## config.mk

```make
export PLATFORM = sky130hd
export DESIGN_NAME = dph_prep
export DESIGN_NICKNAME = d
export VERILOG_FILES = /design/src/design/dph_pkg.sv /design/src/design/dph_prep.sv
export SDC_FILE = /design/constraint.sdc
export NUM_CORES = 1
export LEC_CHECK = 0
export ABC_AREA = 1
export BUFFER_PORTS_ARGS = -buffer_cell sky130_fd_sc_hd__buf_2
export CAP_MARGIN = 5
export CORE_UTILIZATION = 55
export DETAILED_ROUTE_END_ITERATION = 16
export PLACE_DENSITY = 0.82
export SLEW_MARGIN = 0
export SYNTH_ARGS = -nofsm -noshare
export SYNTH_HDL_FRONTEND = slang
export SYNTH_SLANG_ARGS = --single-unit
```

## constraint.sdc

```tcl
create_clock -name clk -period 1.14 [get_ports clk]
set_input_delay 0.114 -clock clk [delete_from_list [all_inputs] [get_ports clk]]
set_output_delay 0.114 -clock clk [all_outputs]
set_load 0.01 [all_outputs]
```

## src/design/dph_pkg.sv

```systemverilog
// ----------------------------------------------------------------------------
// dph_pkg: shared types and constants for direction to pitch/heading
// Fixed-point widths, CORDIC arctangent table and the request structs.
// ----------------------------------------------------------------------------
package dph_pkg;

    // input coordinate and angle formats
    localparam int COORD_W    = 16;
    localparam int ANGLE_FRAC = 6;
    localparam int INT_FRAC   = 16;               // internal angle: 2^-16 degree
    localparam int PRE_SHIFT  = 60 - COORD_W;

    // CORDIC gain in Q20, applied to |x| before chain P
    localparam int GAIN_W   = 21;
    localparam logic [GAIN_W-1:0] GAIN_Q20 = GAIN_W'(1726753);
    localparam int PROD_W   = COORD_W + GAIN_W;
    localparam int BX_SHIFT = PRE_SHIFT - 20;

    // datapath widths
    localparam int DATA_W    = 63;                // vector components, signed
    localparam int ANG_W     = 24;                // running angle, signed
    localparam int CANG_W    = 23;                // clamped angle, unsigned
    localparam int HEAD_W    = 25;                // folded heading, unsigned
    localparam int PITCH_W   = 14;
    localparam int HEADING_W = 15;
    localparam int ROUND_SHIFT = INT_FRAC - ANGLE_FRAC;
    localparam int PR_W      = CANG_W + 1 - ROUND_SHIFT;
    localparam int HR_W      = HEAD_W + 1 - ROUND_SHIFT;

    localparam logic [CANG_W-1:0] ANGLE_LIMIT = CANG_W'(90 << INT_FRAC);
    localparam logic [HEAD_W-1:0] HALF_TURN   = HEAD_W'(180 << INT_FRAC);
    localparam logic [HEAD_W-1:0] FULL_TURN   = HEAD_W'(360 << INT_FRAC);
    localparam logic [HR_W-1:0]   FULL_TURN_OUT = HR_W'(360 << ANGLE_FRAC);
    localparam logic [CANG_W:0]   ROUND_HALF_C = (CANG_W+1)'(1 << (ROUND_SHIFT - 1));
    localparam logic [HEAD_W:0]   ROUND_HALF_H = (HEAD_W+1)'(1 << (ROUND_SHIFT - 1));

    // round(atan(2^-i) * 180/pi * 2^16)
    localparam int ATAN_W = 22;
    localparam logic [ATAN_W-1:0] ATAN_DEG [32] = '{
        22'd2949120, 22'd1740967, 22'd919879, 22'd466945,
        22'd234379,  22'd117304,  22'd58666,  22'd29335,
        22'd14668,   22'd7334,    22'd3667,   22'd1833,
        22'd917,     22'd458,     22'd229,    22'd115,
        22'd57,      22'd29,      22'd14,     22'd7,
        22'd4,       22'd2,       22'd1,      22'd0,
        22'd0,       22'd0,       22'd0,      22'd0,
        22'd0,       22'd0,       22'd0,      22'd0
    };

    typedef struct packed {
        logic signed [COORD_W-1:0] dir_x;
        logic signed [COORD_W-1:0] dir_y;
        logic signed [COORD_W-1:0] dir_z;
    } dph_vec_t;

    typedef struct packed {
        logic signed [PITCH_W-1:0] pitch;
        logic [HEADING_W-1:0]      heading;
        logic                      degenerate;
    } dph_angle_t;

    // sideband carried along the CORDIC chains
    typedef struct packed {
        logic                    x_neg;
        logic                    y_neg;
        logic                    z_neg;
        logic                    degen;
        logic [PROD_W-1:0]       prod;   // |x| * gain, used at chain P entry
        logic signed [ANG_W-1:0] t;      // chain H angle, valid in chain P
    } dph_side_t;

endpackage

```

## src/design/dph_prep.sv

```systemverilog
// ----------------------------------------------------------------------------
// dph_prep: input stage
// Magnitudes, sign flags, degenerate detect and the |x| gain product.
// ----------------------------------------------------------------------------
module dph_prep (
    input  logic                              clk,
    input  logic                              rst_n,
    input  logic                              en,
    input  logic                              valid,
    input  dph_pkg::dph_vec_t                 vec,
    output logic                              valid_reg,
    output logic signed [dph_pkg::DATA_W-1:0] p_reg,
    output logic signed [dph_pkg::DATA_W-1:0] q_reg,
    output dph_pkg::dph_side_t                side_reg
);

    localparam int PAD_W = dph_pkg::DATA_W - dph_pkg::COORD_W - dph_pkg::PRE_SHIFT;

    logic [dph_pkg::COORD_W-1:0]      ax;
    logic [dph_pkg::COORD_W-1:0]      ay;
    logic [dph_pkg::COORD_W-1:0]      az;
    logic signed [dph_pkg::DATA_W-1:0] p_next;
    logic signed [dph_pkg::DATA_W-1:0] q_next;
    dph_pkg::dph_side_t               side_next;

    // two's complement magnitude; -2^15 maps to 2^15 as unsigned
    assign ax = vec.dir_x[dph_pkg::COORD_W-1] ? dph_pkg::COORD_W'(-vec.dir_x) : vec.dir_x;
    assign ay = vec.dir_y[dph_pkg::COORD_W-1] ? dph_pkg::COORD_W'(-vec.dir_y) : vec.dir_y;
    assign az = vec.dir_z[dph_pkg::COORD_W-1] ? dph_pkg::COORD_W'(-vec.dir_z) : vec.dir_z;

    always_comb
    begin
        p_next = signed'({{PAD_W{1'b0}}, ay, {dph_pkg::PRE_SHIFT{1'b0}}});
        q_next = signed'({{PAD_W{1'b0}}, az, {dph_pkg::PRE_SHIFT{1'b0}}});
        side_next.x_neg = vec.dir_x[dph_pkg::COORD_W-1];
        side_next.y_neg = vec.dir_y[dph_pkg::COORD_W-1];
        side_next.z_neg = vec.dir_z[dph_pkg::COORD_W-1];
        side_next.degen = (vec.dir_y == '0) && (vec.dir_z == '0);
        side_next.prod  = dph_pkg::PROD_W'(ax) * dph_pkg::PROD_W'(dph_pkg::GAIN_Q20);
        side_next.t     = '0;
    end

    always_ff @(posedge clk or negedge rst_n)
    begin
        if (!rst_n)
        begin
            valid_reg <= 1'b0;
        end
        else if (en)
        begin
            valid_reg <= valid;
        end
    end

    always_ff @(posedge clk)
    begin
        if (en)
        begin
            p_reg    <= p_next;
            q_reg    <= q_next;
            side_reg <= side_next;
        end
    end

endmodule

```

Word-level counts from Yosys, hierarchy flattened
Cells that the tools add are included.
- $add $sub $neg: 3
- reductions and logical operators: 3
- mux-type cells: 3
- multipliers: 1
- operators with widths (kind ; number):
    $neg A16 Y16 ; 3
    $mul A16 B21 Y37 const B ; 1
    $logic_not A16 Y1 ; 2
    $mux W15 ; 2
    $mux W16 ; 1
    $logic_and A1 B1 Y1 ; 1
- word-level logic and storage cells: 20
- flip-flop bits (word level): 74
- output and inout port bits: 192

Logic depth before layout (Yosys ltp)
- depth after elaboration: 3
- mapped depth: 32
- mapped depth without buffers: 32

Worst setup path after synthesis
No wires, ideal clock.
- path type: input to register
- start point: input vec[32] (netlist bit)
- end point: register side_reg[58] (netlist bit), data pin
- slack: -4059 ps
- buffers on the path: 0
- stages: 26
- data arrival time: 4946 ps
- path through: inv_1 ha_1 nand2_1 nor2_2 inv_1 o21ai_0 xor2_1 ha_1 ha_1 inv_1 fa_1 inv_1 fa_1 fa_1 inv_1 fa_1 inv_1 ha_1 nand2_1 inv_1 a21oi_1 nor2_1 o21bai_1 nand3_1 nand2_1 nand2_1
- RTL lines (what ; RTL line ; source):
    from (decl) ; dph_prep.sv:10 ; input dph_pkg::dph_vec_t vec,
    to (signal assigned) ; dph_prep.sv:61 ; side_reg <= side_next;
    to (decl) ; dph_prep.sv:14 ; output dph_pkg::dph_side_t side_reg

==> out/metrics.csv <==
metric,value,unit
critical path class,input port to register,
FILL cells,989,
Tot GR Track Use,31.8,%
crit-path cells,buf_8 -> inv_4 -> ha_4 -> nand2_4 -> nor2_4 -> inv_2 -> nand2_4 -> xor2_4 -> ha_4 -> fa_1 -> ha_4 -> fa_1 -> fa_1 -> inv_2 -> fa_1 -> inv_2 -> ha_4 -> buf_6 -> nand2_8 -> buf_4 -> nor3_4 -> nand3_2 -> nand4_1 -> nand2_1,
CTS Buf Count,9,
WP buf/inv,7,
Worst-Margin Slew,527,ps
critical path peak fanout,4,
Slew Limit Fails,0,
clock tree buffer depth,2,
Final WS setup,-3640,ps
met1 usage,35.5,%
post-detail-place hpwl,22300,microns
initial antenna violation count,0,
DRC Markers,0,
Synth Instances,1167,
Most used DFF post-synth,edfxtp_1,
FP Rows,48,
synth unique cells,41,
Worst Skew,0,ps
violated checks,setup timing,
GPL Wtd Cong,0.928,
hold crit path type,input port to register,
grt total ovfl,0,
Syn-to-layout area delta,45.2,%
drt total wl,29600,microns
number of synthesized flops with an enable pin,73,
yosys warns,0,
CP required,1250,ps
DIE WIDTH,137,microns
number of iterations in the first detailed-routing pass,5,
Buffers on Ports,125,
RSZ-0062 raised after global routing,yes,
Clock Root Buffer,clkbuf_16,
sequential area share after synthesis,22.2,%
layout net count,1818,
"Reg clk slew, reported paths",60,ps
CP endpoint kind,register,
"slowest stage cell, crit path",fa_1,
Worst slew margin,64.7,%
M3 GR Usage,4.52,%
Final Critical Period,4780,ps
share of layout cells above drive strength 1,43.5,%
Worst Path Arrival,4890,ps
vias,9069,
ANT cells,0,
die area,0.0187,sq mm
Setup TNS,-98110,ps
syn avg cell area,8.55,sq um
Max Cap Viol,0,
CTS tree,done,
final period utilization,419,%
gr busiest metal,met2,
CP top delay family,adder cells,
Vias/cell,5.12,
pin count of the biggest net entering global routing,42,
CTS H-tree depth,3,
Post-Layout Cell Count,1773,
area of the core,0.0175,sq mm
status,finished with violations,
Max Clock Freq,0.209,GHz
final hold vios,0,
GRT met2 Usage,58.8,%
placed cell count,1716,
setup violators final,34,
antenna-violating nets left,0,
Seq cells post-synth,74,
CTS sink cnt,74,
vias in the first global route,9389,
Die Ht,137,microns
Post-Syn Area,0.00998,sq mm
IO Count,244,
Initial DRC Count,515,
Starting Density,57.1,%
"Clk Latency, worst-skew pair",340,ps
first-pass GRT wire length,45000,microns
utilization after layout,82.9,%
drt wl/cell,16.7,microns
Critical Path Max Stage Delay,560,ps
asr flop ratio synth,1.35,%
max FFs per register,41,
Worst Setup Start Kind,input port,
cell type report:
cell class / instances / area (sq um) / area share [%]
clock inverters: 7 / 45.0 / 0.311
clock buffers: 9 / 225 / 1.55
flip-flops and latches: 74 / 2220 / 15.3
well taps: 225 / 282 / 1.94
multi-input cells: 856 / 8120 / 56.0
repair buffers: 370 / 2680 / 18.5
inverters: 232 / 922 / 6.37
worst paths after layout:
path	startpoint	endpoint	slack (ps)	depth (start not counted)
worst max-delay path	vec[33]	side_reg[55]	-3640	24
worst min-delay path	valid	valid_reg	10	2
worst max register to register	valid_reg	valid_reg	400	1
worst min register to register	valid_reg	valid_reg	520	1
max in group asynchronous	rst_n	valid_reg	990	2
min in group asynchronous	rst_n	valid_reg	70	2
metal layers:
layer | routed length, microns | vias up
met4 | 1390 | 0
li1 | - | 4229
met5 | 0 | -
met1 | 11100 | 4291
met3 | 1880 | 108
met2 | 15200 | 441
per-stage QoR:
stage	setup WS, ps	area (sq um)	hold slack, ps
2_1_floorplan	-3580	11400	-182
3_3_place_gp	-3930	13000	-112
3_5_place_dp	-4090	13000	-110
4_1_cts	-3520	14100	2.67
5_1_grt	-3790	14500	16.2
6_report	-3640	14500	12.2
layout by cell type, fill, tap and decap left out, drive strengths merged, types with 7 or more instances in the layout:
cell type  netlist  routed
nor2            78      78
o21ai           20      20
xor2            46      46
inv            232     230
edfxtp          73      73
nor3            14      14
conb             1     119
xnor2            8       8
o21bai           9       9
clkinv           0       7
fa              69      69
ha             154     154
clkbuf           3       9
nand4           17      17
a21oi           33      33
nand2          210     210
nand3           57      57
buf            120     367
cell families after synthesis:
family	Yosys count	synth area share, %
DFF	74	22.2
and+or+nand+nor	391	18.0
muxes	1	0.113
buffers and inverters	355	17.9
adders and majority gates	223	33.2
xor gates and xnor gates	54	4.82
other	1	0.0376
AOI/OAI and AO/OA	68	3.77
synth_stat cells (9+ instances only):
library cell	instances	area [sq um]
o21bai_1	9	67.6
inv_1	229	860
nor2_1	75	282
nand3_1	53	265
ha_1	154	1930
nand2_1	198	743
a21oi_1	33	165
buf_4	118	886
nand4_1	16	100
edfxtp_1	73	2190
o21ai_0	20	100
fa_1	69	1380
xor2_1	45	394
what timing repair did:
action | CTS | global route
setup buffers | 24 | 15
pin swaps | 64 | 81
setup endpoints to repair | 41 | 47
gates resized for setup | 135 | 70
endpoints found under the hold margin | 2 | 1
hold buffers | 2 | 1
Power is left out: the tool's default activity adds up to more than one toggle a clock period on the data nets, which glitch-free logic cannot reach.
