File: src/design/dph_pkg.sv
// ----------------------------------------------------------------------------
// dph_pkg: shared types and constants for direction to pitch/heading
// Fixed-point widths, CORDIC arctangent table and the request structs.
// ----------------------------------------------------------------------------
package dph_pkg;

    // input coordinate and angle formats
    localparam int COORD_W    = 16;
    localparam int ANGLE_FRAC = 6;
    localparam int INT_FRAC   = 16;               // internal angle: 2^-16 degree
    localparam int PRE_SHIFT  = 60 - COORD_W;

    // CORDIC gain in Q20, applied to |x| before chain P
    localparam int GAIN_W   = 21;
    localparam logic [GAIN_W-1:0] GAIN_Q20 = GAIN_W'(1726753);
    localparam int PROD_W   = COORD_W + GAIN_W;
    localparam int BX_SHIFT = PRE_SHIFT - 20;

    // datapath widths
    localparam int DATA_W    = 63;                // vector components, signed
    localparam int ANG_W     = 24;                // running angle, signed
    localparam int CANG_W    = 23;                // clamped angle, unsigned
    localparam int HEAD_W    = 25;                // folded heading, unsigned
    localparam int PITCH_W   = 14;
    localparam int HEADING_W = 15;
    localparam int ROUND_SHIFT = INT_FRAC - ANGLE_FRAC;
    localparam int PR_W      = CANG_W + 1 - ROUND_SHIFT;
    localparam int HR_W      = HEAD_W + 1 - ROUND_SHIFT;

    localparam logic [CANG_W-1:0] ANGLE_LIMIT = CANG_W'(90 << INT_FRAC);
    localparam logic [HEAD_W-1:0] HALF_TURN   = HEAD_W'(180 << INT_FRAC);
    localparam logic [HEAD_W-1:0] FULL_TURN   = HEAD_W'(360 << INT_FRAC);
    localparam logic [HR_W-1:0]   FULL_TURN_OUT = HR_W'(360 << ANGLE_FRAC);
    localparam logic [CANG_W:0]   ROUND_HALF_C = (CANG_W+1)'(1 << (ROUND_SHIFT - 1));
    localparam logic [HEAD_W:0]   ROUND_HALF_H = (HEAD_W+1)'(1 << (ROUND_SHIFT - 1));

    // round(atan(2^-i) * 180/pi * 2^16)
    localparam int ATAN_W = 22;
    localparam logic [ATAN_W-1:0] ATAN_DEG [32] = '{
        22'd2949120, 22'd1740967, 22'd919879, 22'd466945,
        22'd234379,  22'd117304,  22'd58666,  22'd29335,
        22'd14668,   22'd7334,    22'd3667,   22'd1833,
        22'd917,     22'd458,     22'd229,    22'd115,
        22'd57,      22'd29,      22'd14,     22'd7,
        22'd4,       22'd2,       22'd1,      22'd0,
        22'd0,       22'd0,       22'd0,      22'd0,
        22'd0,       22'd0,       22'd0,      22'd0
    };

    typedef struct packed {
        logic signed [COORD_W-1:0] dir_x;
        logic signed [COORD_W-1:0] dir_y;
        logic signed [COORD_W-1:0] dir_z;
    } dph_vec_t;

    typedef struct packed {
        logic signed [PITCH_W-1:0] pitch;
        logic [HEADING_W-1:0]      heading;
        logic                      degenerate;
    } dph_angle_t;

    // sideband carried along the CORDIC chains
    typedef struct packed {
        logic                    x_neg;
        logic                    y_neg;
        logic                    z_neg;
        logic                    degen;
        logic [PROD_W-1:0]       prod;   // |x| * gain, used at chain P entry
        logic signed [ANG_W-1:0] t;      // chain H angle, valid in chain P
    } dph_side_t;

endpackage

File: src/design/dph_finish.sv
// ----------------------------------------------------------------------------
// dph_finish: clamp, quadrant fold, rounding and output register
// Two stages: clamp/fold, then round/sign/wrap into the result register.
// ----------------------------------------------------------------------------
module dph_finish (
    input  logic                             clk,
    input  logic                             rst_n,
    input  logic                             en,
    input  logic                             valid,
    input  logic signed [dph_pkg::ANG_W-1:0] ang,
    input  dph_pkg::dph_side_t               side,
    output logic                             valid_reg,
    output dph_pkg::dph_angle_t              angle_reg
);

    logic [dph_pkg::CANG_W-1:0] pc_next;
    logic [dph_pkg::CANG_W-1:0] tc;
    logic [dph_pkg::HEAD_W-1:0] h_fold;
    logic [dph_pkg::HEAD_W-1:0] h_next;

    logic                       mid_valid_reg;
    logic [dph_pkg::CANG_W-1:0] pc_reg;
    logic [dph_pkg::HEAD_W-1:0] h_reg;
    logic                       x_neg_reg;
    logic                       degen_reg;

    logic [dph_pkg::CANG_W:0]    pr_sum;
    logic [dph_pkg::PR_W-1:0]    pr_mag;
    logic [dph_pkg::HEAD_W:0]    hr_sum;
    logic [dph_pkg::HR_W-1:0]    hr_raw;
    logic [dph_pkg::HR_W-1:0]    hr_wrap;
    dph_pkg::dph_angle_t         angle_next;

    function automatic logic [dph_pkg::CANG_W-1:0] clamp_angle(
        input logic signed [dph_pkg::ANG_W-1:0] a
    );
        logic [dph_pkg::CANG_W-1:0] r;
        if (a[dph_pkg::ANG_W-1])
            r = '0;
        else if (a[dph_pkg::CANG_W-1:0] > dph_pkg::ANGLE_LIMIT)
            r = dph_pkg::ANGLE_LIMIT;
        else
            r = a[dph_pkg::CANG_W-1:0];
        return r;
    endfunction

    // stage 1: clamp both chains, fold heading into its quadrant
    always_comb
    begin
        pc_next = clamp_angle(ang);
        tc      = clamp_angle(side.t);
        h_fold  = side.y_neg ? dph_pkg::HALF_TURN - dph_pkg::HEAD_W'(tc)
                             : dph_pkg::HEAD_W'(tc);
        h_next  = side.z_neg ? dph_pkg::FULL_TURN - h_fold : h_fold;
    end

    // stage 2: round half up, sign pitch, wrap heading at a full turn; zero both if degenerate
    always_comb
    begin
        pr_sum  = {1'b0, pc_reg} + dph_pkg::ROUND_HALF_C;
        pr_mag  = pr_sum[dph_pkg::ROUND_SHIFT +: dph_pkg::PR_W];
        hr_sum  = {1'b0, h_reg} + dph_pkg::ROUND_HALF_H;
        hr_raw  = hr_sum[dph_pkg::ROUND_SHIFT +: dph_pkg::HR_W];
        hr_wrap = (hr_raw >= dph_pkg::FULL_TURN_OUT) ? hr_raw - dph_pkg::FULL_TURN_OUT
                                                     : hr_raw;
        if (degen_reg)
        begin
            angle_next.pitch      = '0;
            angle_next.heading    = '0;
            angle_next.degenerate = 1'b1;
        end
        else
        begin
            angle_next.pitch      = x_neg_reg ? -signed'(dph_pkg::PITCH_W'(pr_mag))
                                              : signed'(dph_pkg::PITCH_W'(pr_mag));
            angle_next.heading    = hr_wrap[dph_pkg::HEADING_W-1:0];
            angle_next.degenerate = 1'b0;
        end
    end

    always_ff @(posedge clk or negedge rst_n)
    begin
        if (!rst_n)
        begin
            mid_valid_reg <= 1'b0;
            valid_reg     <= 1'b0;
        end
        else if (en)
        begin
            mid_valid_reg <= valid;
            valid_reg     <= mid_valid_reg;
        end
    end

    always_ff @(posedge clk)
    begin
        if (en)
        begin
            pc_reg    <= pc_next;
            h_reg     <= h_next;
            x_neg_reg <= side.x_neg;
            degen_reg <= side.degen;
            angle_reg <= angle_next;
        end
    end

endmodule

File: config.mk
export PLATFORM = sky130hd
export DESIGN_NAME = dph_finish
export DESIGN_NICKNAME = d
export VERILOG_FILES = /design/src/design/dph_pkg.sv /design/src/design/dph_finish.sv
export SDC_FILE = /design/constraint.sdc
export NUM_CORES = 1
export LEC_CHECK = 0
export BUFFER_PORTS_ARGS = -buffer_cell sky130_fd_sc_hd__buf_2
export CAP_MARGIN = 5
export CORE_MARGIN = 4
export CORE_UTILIZATION = 55
export CTS_CLUSTER_DIAMETER = 40
export DETAILED_ROUTE_END_ITERATION = 7
export HOLD_SLACK_MARGIN = 0.03
export PLACE_DENSITY_LB_ADDON = 0.05
export SYNTH_ARGS = -nofsm -noshare
export SYNTH_HDL_FRONTEND = slang
export SYNTH_SLANG_ARGS = --single-unit
File: constraint.sdc
create_clock -name clk -period 5.1 [get_ports clk]
set_clock_uncertainty 0.05 [all_clocks]
set_input_delay 0.51 -clock clk [delete_from_list [all_inputs] [get_ports clk]]
set_output_delay 0.51 -clock clk [all_outputs]
set_load 0.01 [all_outputs]
Word level (Yosys, flattened, before mapping)
Cells that the tools add are included.
{"block": "word_totals", "input_bits": 93, "register_bits": 82, "word_cells": 28, "out_inout_bits": 31}
{"block": "classes", "muxes": 8, "add_sub_neg": 6, "n_reduce_logical": 1, "n_lt_le_gt_ge": 3}
{"op": "$mux W23", "count": 3}
{"op": "$mux W25", "count": 2}
{"op": "$gt A23 B23 Y1 const B", "count": 2}
{"op": "$add A25 B10 Y26 const B", "count": 1}
{"op": "$sub A24 B23 Y25 const A", "count": 1}
{"op": "$sub A25 B25 Y25 const A", "count": 1}
{"op": "$add A23 B10 Y24 const B", "count": 1}
{"op": "$ge A16 B15 Y1 const B", "count": 1}
{"op": "$mux W15", "count": 1}
{"op": "$sub A15 B15 Y15 const B", "count": 1}
{"op": "$mux W14", "count": 1}
{"op": "$neg A14 Y14", "count": 1}
{"op": "$reduce_or A2 Y1", "count": 1}
{"op": "$mux W1", "count": 1}

Logic depth before layout (Yosys ltp)
{"block": "logic_depth", "word_depth": 7, "mapped_depth": 14}

Least setup slack after synthesis
No wires, ideal clock.
{"block": "synth_timing", "path_type": "input port to flip-flop", "startpoint": "input side[23] (netlist name)", "endpoint": "register h_reg[21] (netlist name), data pin", "path_stages": 13, "slack_ns": 1.346, "t_arrival_ns": 3.445, "required_ns": 4.792, "n_path_buf": 1, "cell_sequence": "clkbuf_1 or2_2 o22ai_1 nand2_1 ha_1 inv_1 o41ai_1 nand2_1 nand2_1 a222oi_1 o211ai_4 o32a_1 xnor2_1"}
{"block": "synth_via", "elab_chain_cells": 5}
{"element": "start: declaration", "line_no": "dph_finish.sv:11", "source": "input dph_pkg::dph_side_t side,"}
{"element": "$mux W23 (*)", "line_no": "dph_finish.sv:38", "source": "if (a[dph_pkg::ANG_W-1])"}
{"element": "$sub A24 B23 Y25", "line_no": "dph_finish.sv:52", "source": "h_fold = side.y_neg ? dph_pkg::HALF_TURN - dph_pkg::HEAD_W'(tc)"}
{"element": "$mux W25 (*)", "line_no": "dph_finish.sv:52"}
{"element": "$sub A25 B25 Y25", "line_no": "dph_finish.sv:54", "source": "h_next = side.z_neg ? dph_pkg::FULL_TURN - h_fold : h_fold;"}
{"element": "$mux W25 (*)", "line_no": "dph_finish.sv:54"}
{"element": "net h_next (one bit)", "line_no": "dph_finish.sv:19", "source": "logic [dph_pkg::HEAD_W-1:0] h_next;"}
{"element": "end signal: assignment", "line_no": "dph_finish.sv:100", "source": "h_reg <= h_next;"}
{"element": "end: declaration", "line_no": "dph_finish.sv:23", "source": "logic [dph_pkg::HEAD_W-1:0] h_reg;"}
Mark *: on every way through the listed nets, which the timed path passes. The rest lies on a longest branch.
A chain may end at the register's enable or synchronous reset.

Worst setup path after layout
{"block": "layout_timing", "startpoint": "input side[18] (netlist name)", "endpoint": "register h_reg[24] (netlist name), data pin"}
{"block": "layout_via", "elab_chain_cells": 7}
{"element": "$gt A23 B23 Y1", "line_no": "dph_finish.sv:40", "source": "else if (a[dph_pkg::CANG_W-1:0] > dph_pkg::ANGLE_LIMIT)"}
{"element": "$mux W23 (*)", "line_no": "dph_finish.sv:40"}
{"element": "$mux W23 (*)", "line_no": "dph_finish.sv:38"}
{"element": "$sub A24 B23 Y25", "line_no": "dph_finish.sv:52"}
{"element": "$mux W25 (*)", "line_no": "dph_finish.sv:52"}
{"element": "$sub A25 B25 Y25", "line_no": "dph_finish.sv:54"}
{"element": "$mux W25 (*)", "line_no": "dph_finish.sv:54"}
Mark *: on every way between the ends. The rest lies on a longest branch, timed or not.

==> flow_summary_export.csv <==
group,metric,value,unit
grt,antenna_found_initial,0,
floorplan,std_cell_rows,34,
timing,setup_viol,0,
setup_path,cp-end-kind,"flop",
timing,hold_viol,0,
drt,ant_nets,0,
finish,drive_above_1_share,21.9,%
power,powerDensity,279,mW/mm^2
clock_tree,clk_pin_slew,0.08,ns
setup_path,startpoint_type,"input port",
setup_path,crit_required,5.13,ns
clock_tree,cts_max_level,3,
clock_tree,cts_tree,"built",
floorplan,die_h,102,um
floorplan,io_pins,124,
drt,firstDrtPassIters,5,
job,maxCapViolCount,0,
logic_synthesis,netlist.area_leader.share,38.3,%
grt,track_usage,20.9,%
finish,largest_reg_flops,30,
grt,grt_remaining_overflow,0,
timing,timing.final.crit_share,77.8,%
logic_synthesis,yosysMostFrequentCell,"edfxtp_1",
setup_path,path_max_fanout,14,
floorplan,core-area,0.00868,sq mm
drt,drt_iter0_drc,314,
logic_synthesis,ys_ff_latch,64,
drt,num_vias,4314,
finish,nFillCells,733,
logic_synthesis,yosysTopAreaCell,"edfxtp_1",
timing,timing.hold.ws,0.287,ns
finish,synthToLayoutAreaGrowth,14.5,%
logic_synthesis,synth_area,0.00486,sq mm
timing,tns,0,ns
logic_synthesis,syn-num-nets,623,
setup_path,arrival,3.99,ns
power,p_leak,2.13,nW
drt,drc,0,
timing,fmax,252,MHz
placement,place_hpwl,8.18,mm
clock_tree,cts-buffers-inserted,9,
drt,drt-total-wl,11.0,mm
timing,post-route-min-period,3.97,ns
floorplan,die_x,102,um
power,power,1.55,mW
grt,grt_pass1_vias,3890,
floorplan,dieArea,0.0104,sq mm
grt,grt_max_degree,65,
logic_synthesis,synth_edf_count,62,
clock_tree,clock_latency,0.34,ns
logic_synthesis,ys.flop_type,"edfxtp_1",
logic_synthesis,synth.distinct_cells,74,
drt,viasPerCell,6.06,
finish,finalNetCount,697,
setup_path,path_class,"in2reg",
logic_synthesis,synthArstFlopShare,3.13,%
clock_tree,cts-root-buf,"clkbuf_8",
logic_synthesis,synthTopCellsByArea,"edfxtp_1 (38%), xnor2_1 (4.9%), xor2_1 (4.9%)",
clock_tree,cts_sinks,64,
clock_tree,post-cts-setup-buffer-count,0,
finish,diodes,0,
logic_synthesis,synth_common_cells,"edfxtp_1 (62), nor2_1 (48), nand2_1 (34)",
placement,portBuffers,86,
timing,rsz0062_at_grt,"no",
run_status,status,"completed",
floorplan,start_util,56.0,%
logic_synthesis,syn_inst,525,
placement,place_congestion,0.892,
min_path,hold_path_class,"in2reg",
logic_synthesis,ys.warnings.count,0,
timing,max-slew-margin-rel,40.2,%
drt,wl_per_cell,15.4,um
grt,grt_pass1_wl,17.8,mm
power,irDropWorstVdd,0.000141,V
logic_synthesis,postSynthAreaPerCell,9.26,sq um
timing,slew_violations,0,
timing,worst_slew_pin_slew,0.897,ns
clock_tree,clock_path_buffers,2,
logic_synthesis,ys_seq_area_share,39.3,%
==> kinds of logic (layout without fill, tap and decap cells) <==
group / Yosys count / after routing / synth area share, %
muxes: 7 / 7 / 1.57
buffers and inverters: 42 / 121 / 3.66
DFF: 64 / 64 / 39.3
adders and majority gates: 5 / 5 / 1.29
AOI/OAI and AO/OA: 128 / 128 / 19.2
xor gates and xnor gates: 54 / 54 / 9.73
and+or+nand+nor: 225 / 225 / 25.2
==> placed cells by master, fill, tap and decap left out, types with 14 or more instances in the layout <==
master / Yosys / final
nor2_1: 48 / 48
xnor2_1: 27 / 27
xor2_1: 27 / 27
edfxtp_1: 62 / 62
buf_2: 4 / 86
nand3_1: 25 / 25
and2_1: 14 / 14
a21oi_1: 30 / 30
o21ai_0: 20 / 20
nor3_1: 21 / 21
inv_1: 15 / 15
nand2_1: 34 / 34
==> per-layer routing <==
layer,routed length [um],part of all wire (%),global-route usage [%]
met5,0,0,0
met4,85,0.77,5.85
met3,691,6.3,3.82
met2,5070,46,32.9
met1,5150,47,29.8
==> where the power goes <==
part / internal [mW] / total, mW / switching, mW
clock network: 0.280 / 0.494 / 0.214
registers: 0.647 / 0.688 / 0.0409
logic: 0.153 / 0.370 / 0.217
total: 1.08 / 1.55 / 0.472
==> final timing paths <==
path | to | slack, ns | cells after the start | start
max in group asynchronous | valid_reg$_DFFE_PN0P_ | 4.48 | 2 | rst_n
min reg2reg | valid_reg$_DFFE_PN0P_ | 0.47 | 1 | mid_valid_reg$_DFFE_PN0P_
min in group asynchronous | mid_valid_reg$_DFFE_PN0P_ | 0.43 | 2 | rst_n
max | h_reg[24]$_SDFFCE_PN0P_ | 1.13 | 11 | side[18]
max reg2reg | angle_reg[12]$_SDFFCE_PP0P_ | 2.16 | 8 | h_reg[9]$_DFFE_PP_
min | degen_reg$_DFFE_PP_ | 0.29 | 1 | side[61]
==> per-stage QoR <==
stage | std cells | util [%] | cell area [sq um] | setup WS (ns)
after CTS | 712 | 64.1 | 5560 | 1.24
after detailed placement | 695 | 61.4 | 5330 | 0.893
after floorplan | 525 | - | 4860 | 1.35
after global placement | 695 | 61.4 | 5330 | 0.963
final | 712 | 64.1 | 5560 | 1.13
after global routing | 712 | 64.1 | 5560 | 0.953
==> worst max-delay path, stage by stage <==
cell and delay, ns:
buf_2 0.17, o211a_1 0.22, o22ai_1 0.23, nand2_1 0.14, ha_1 0.51, nand4_1 0.30
or4_1 0.54, and3b_1 0.21, nor3_1 0.57, o21ai_0 0.24, o311a_1 0.34
==> cell type report <==
| type | count | area [sq um] | share of cell area, % |
|---|---|---|---|
| multi-input combinational | 419 | 2770 | 49.8 |
| sequential | 64 | 1910 | 34.4 |
| clock inverter | 7 | 103 | 1.84 |
| timing repair buffer | 90 | 463 | 8.32 |
| clock buffer | 9 | 124 | 2.23 |
| tap | 108 | 135 | 2.43 |
| inverter | 15 | 56.3 | 1.01 |
==> repair_timing <==
action / CTS / global route
endpoints found under the hold margin: 2 / 0
hold buffers: 1 / 0
resized for setup: 0 / 0
Power figures use the tool's default switching activity.
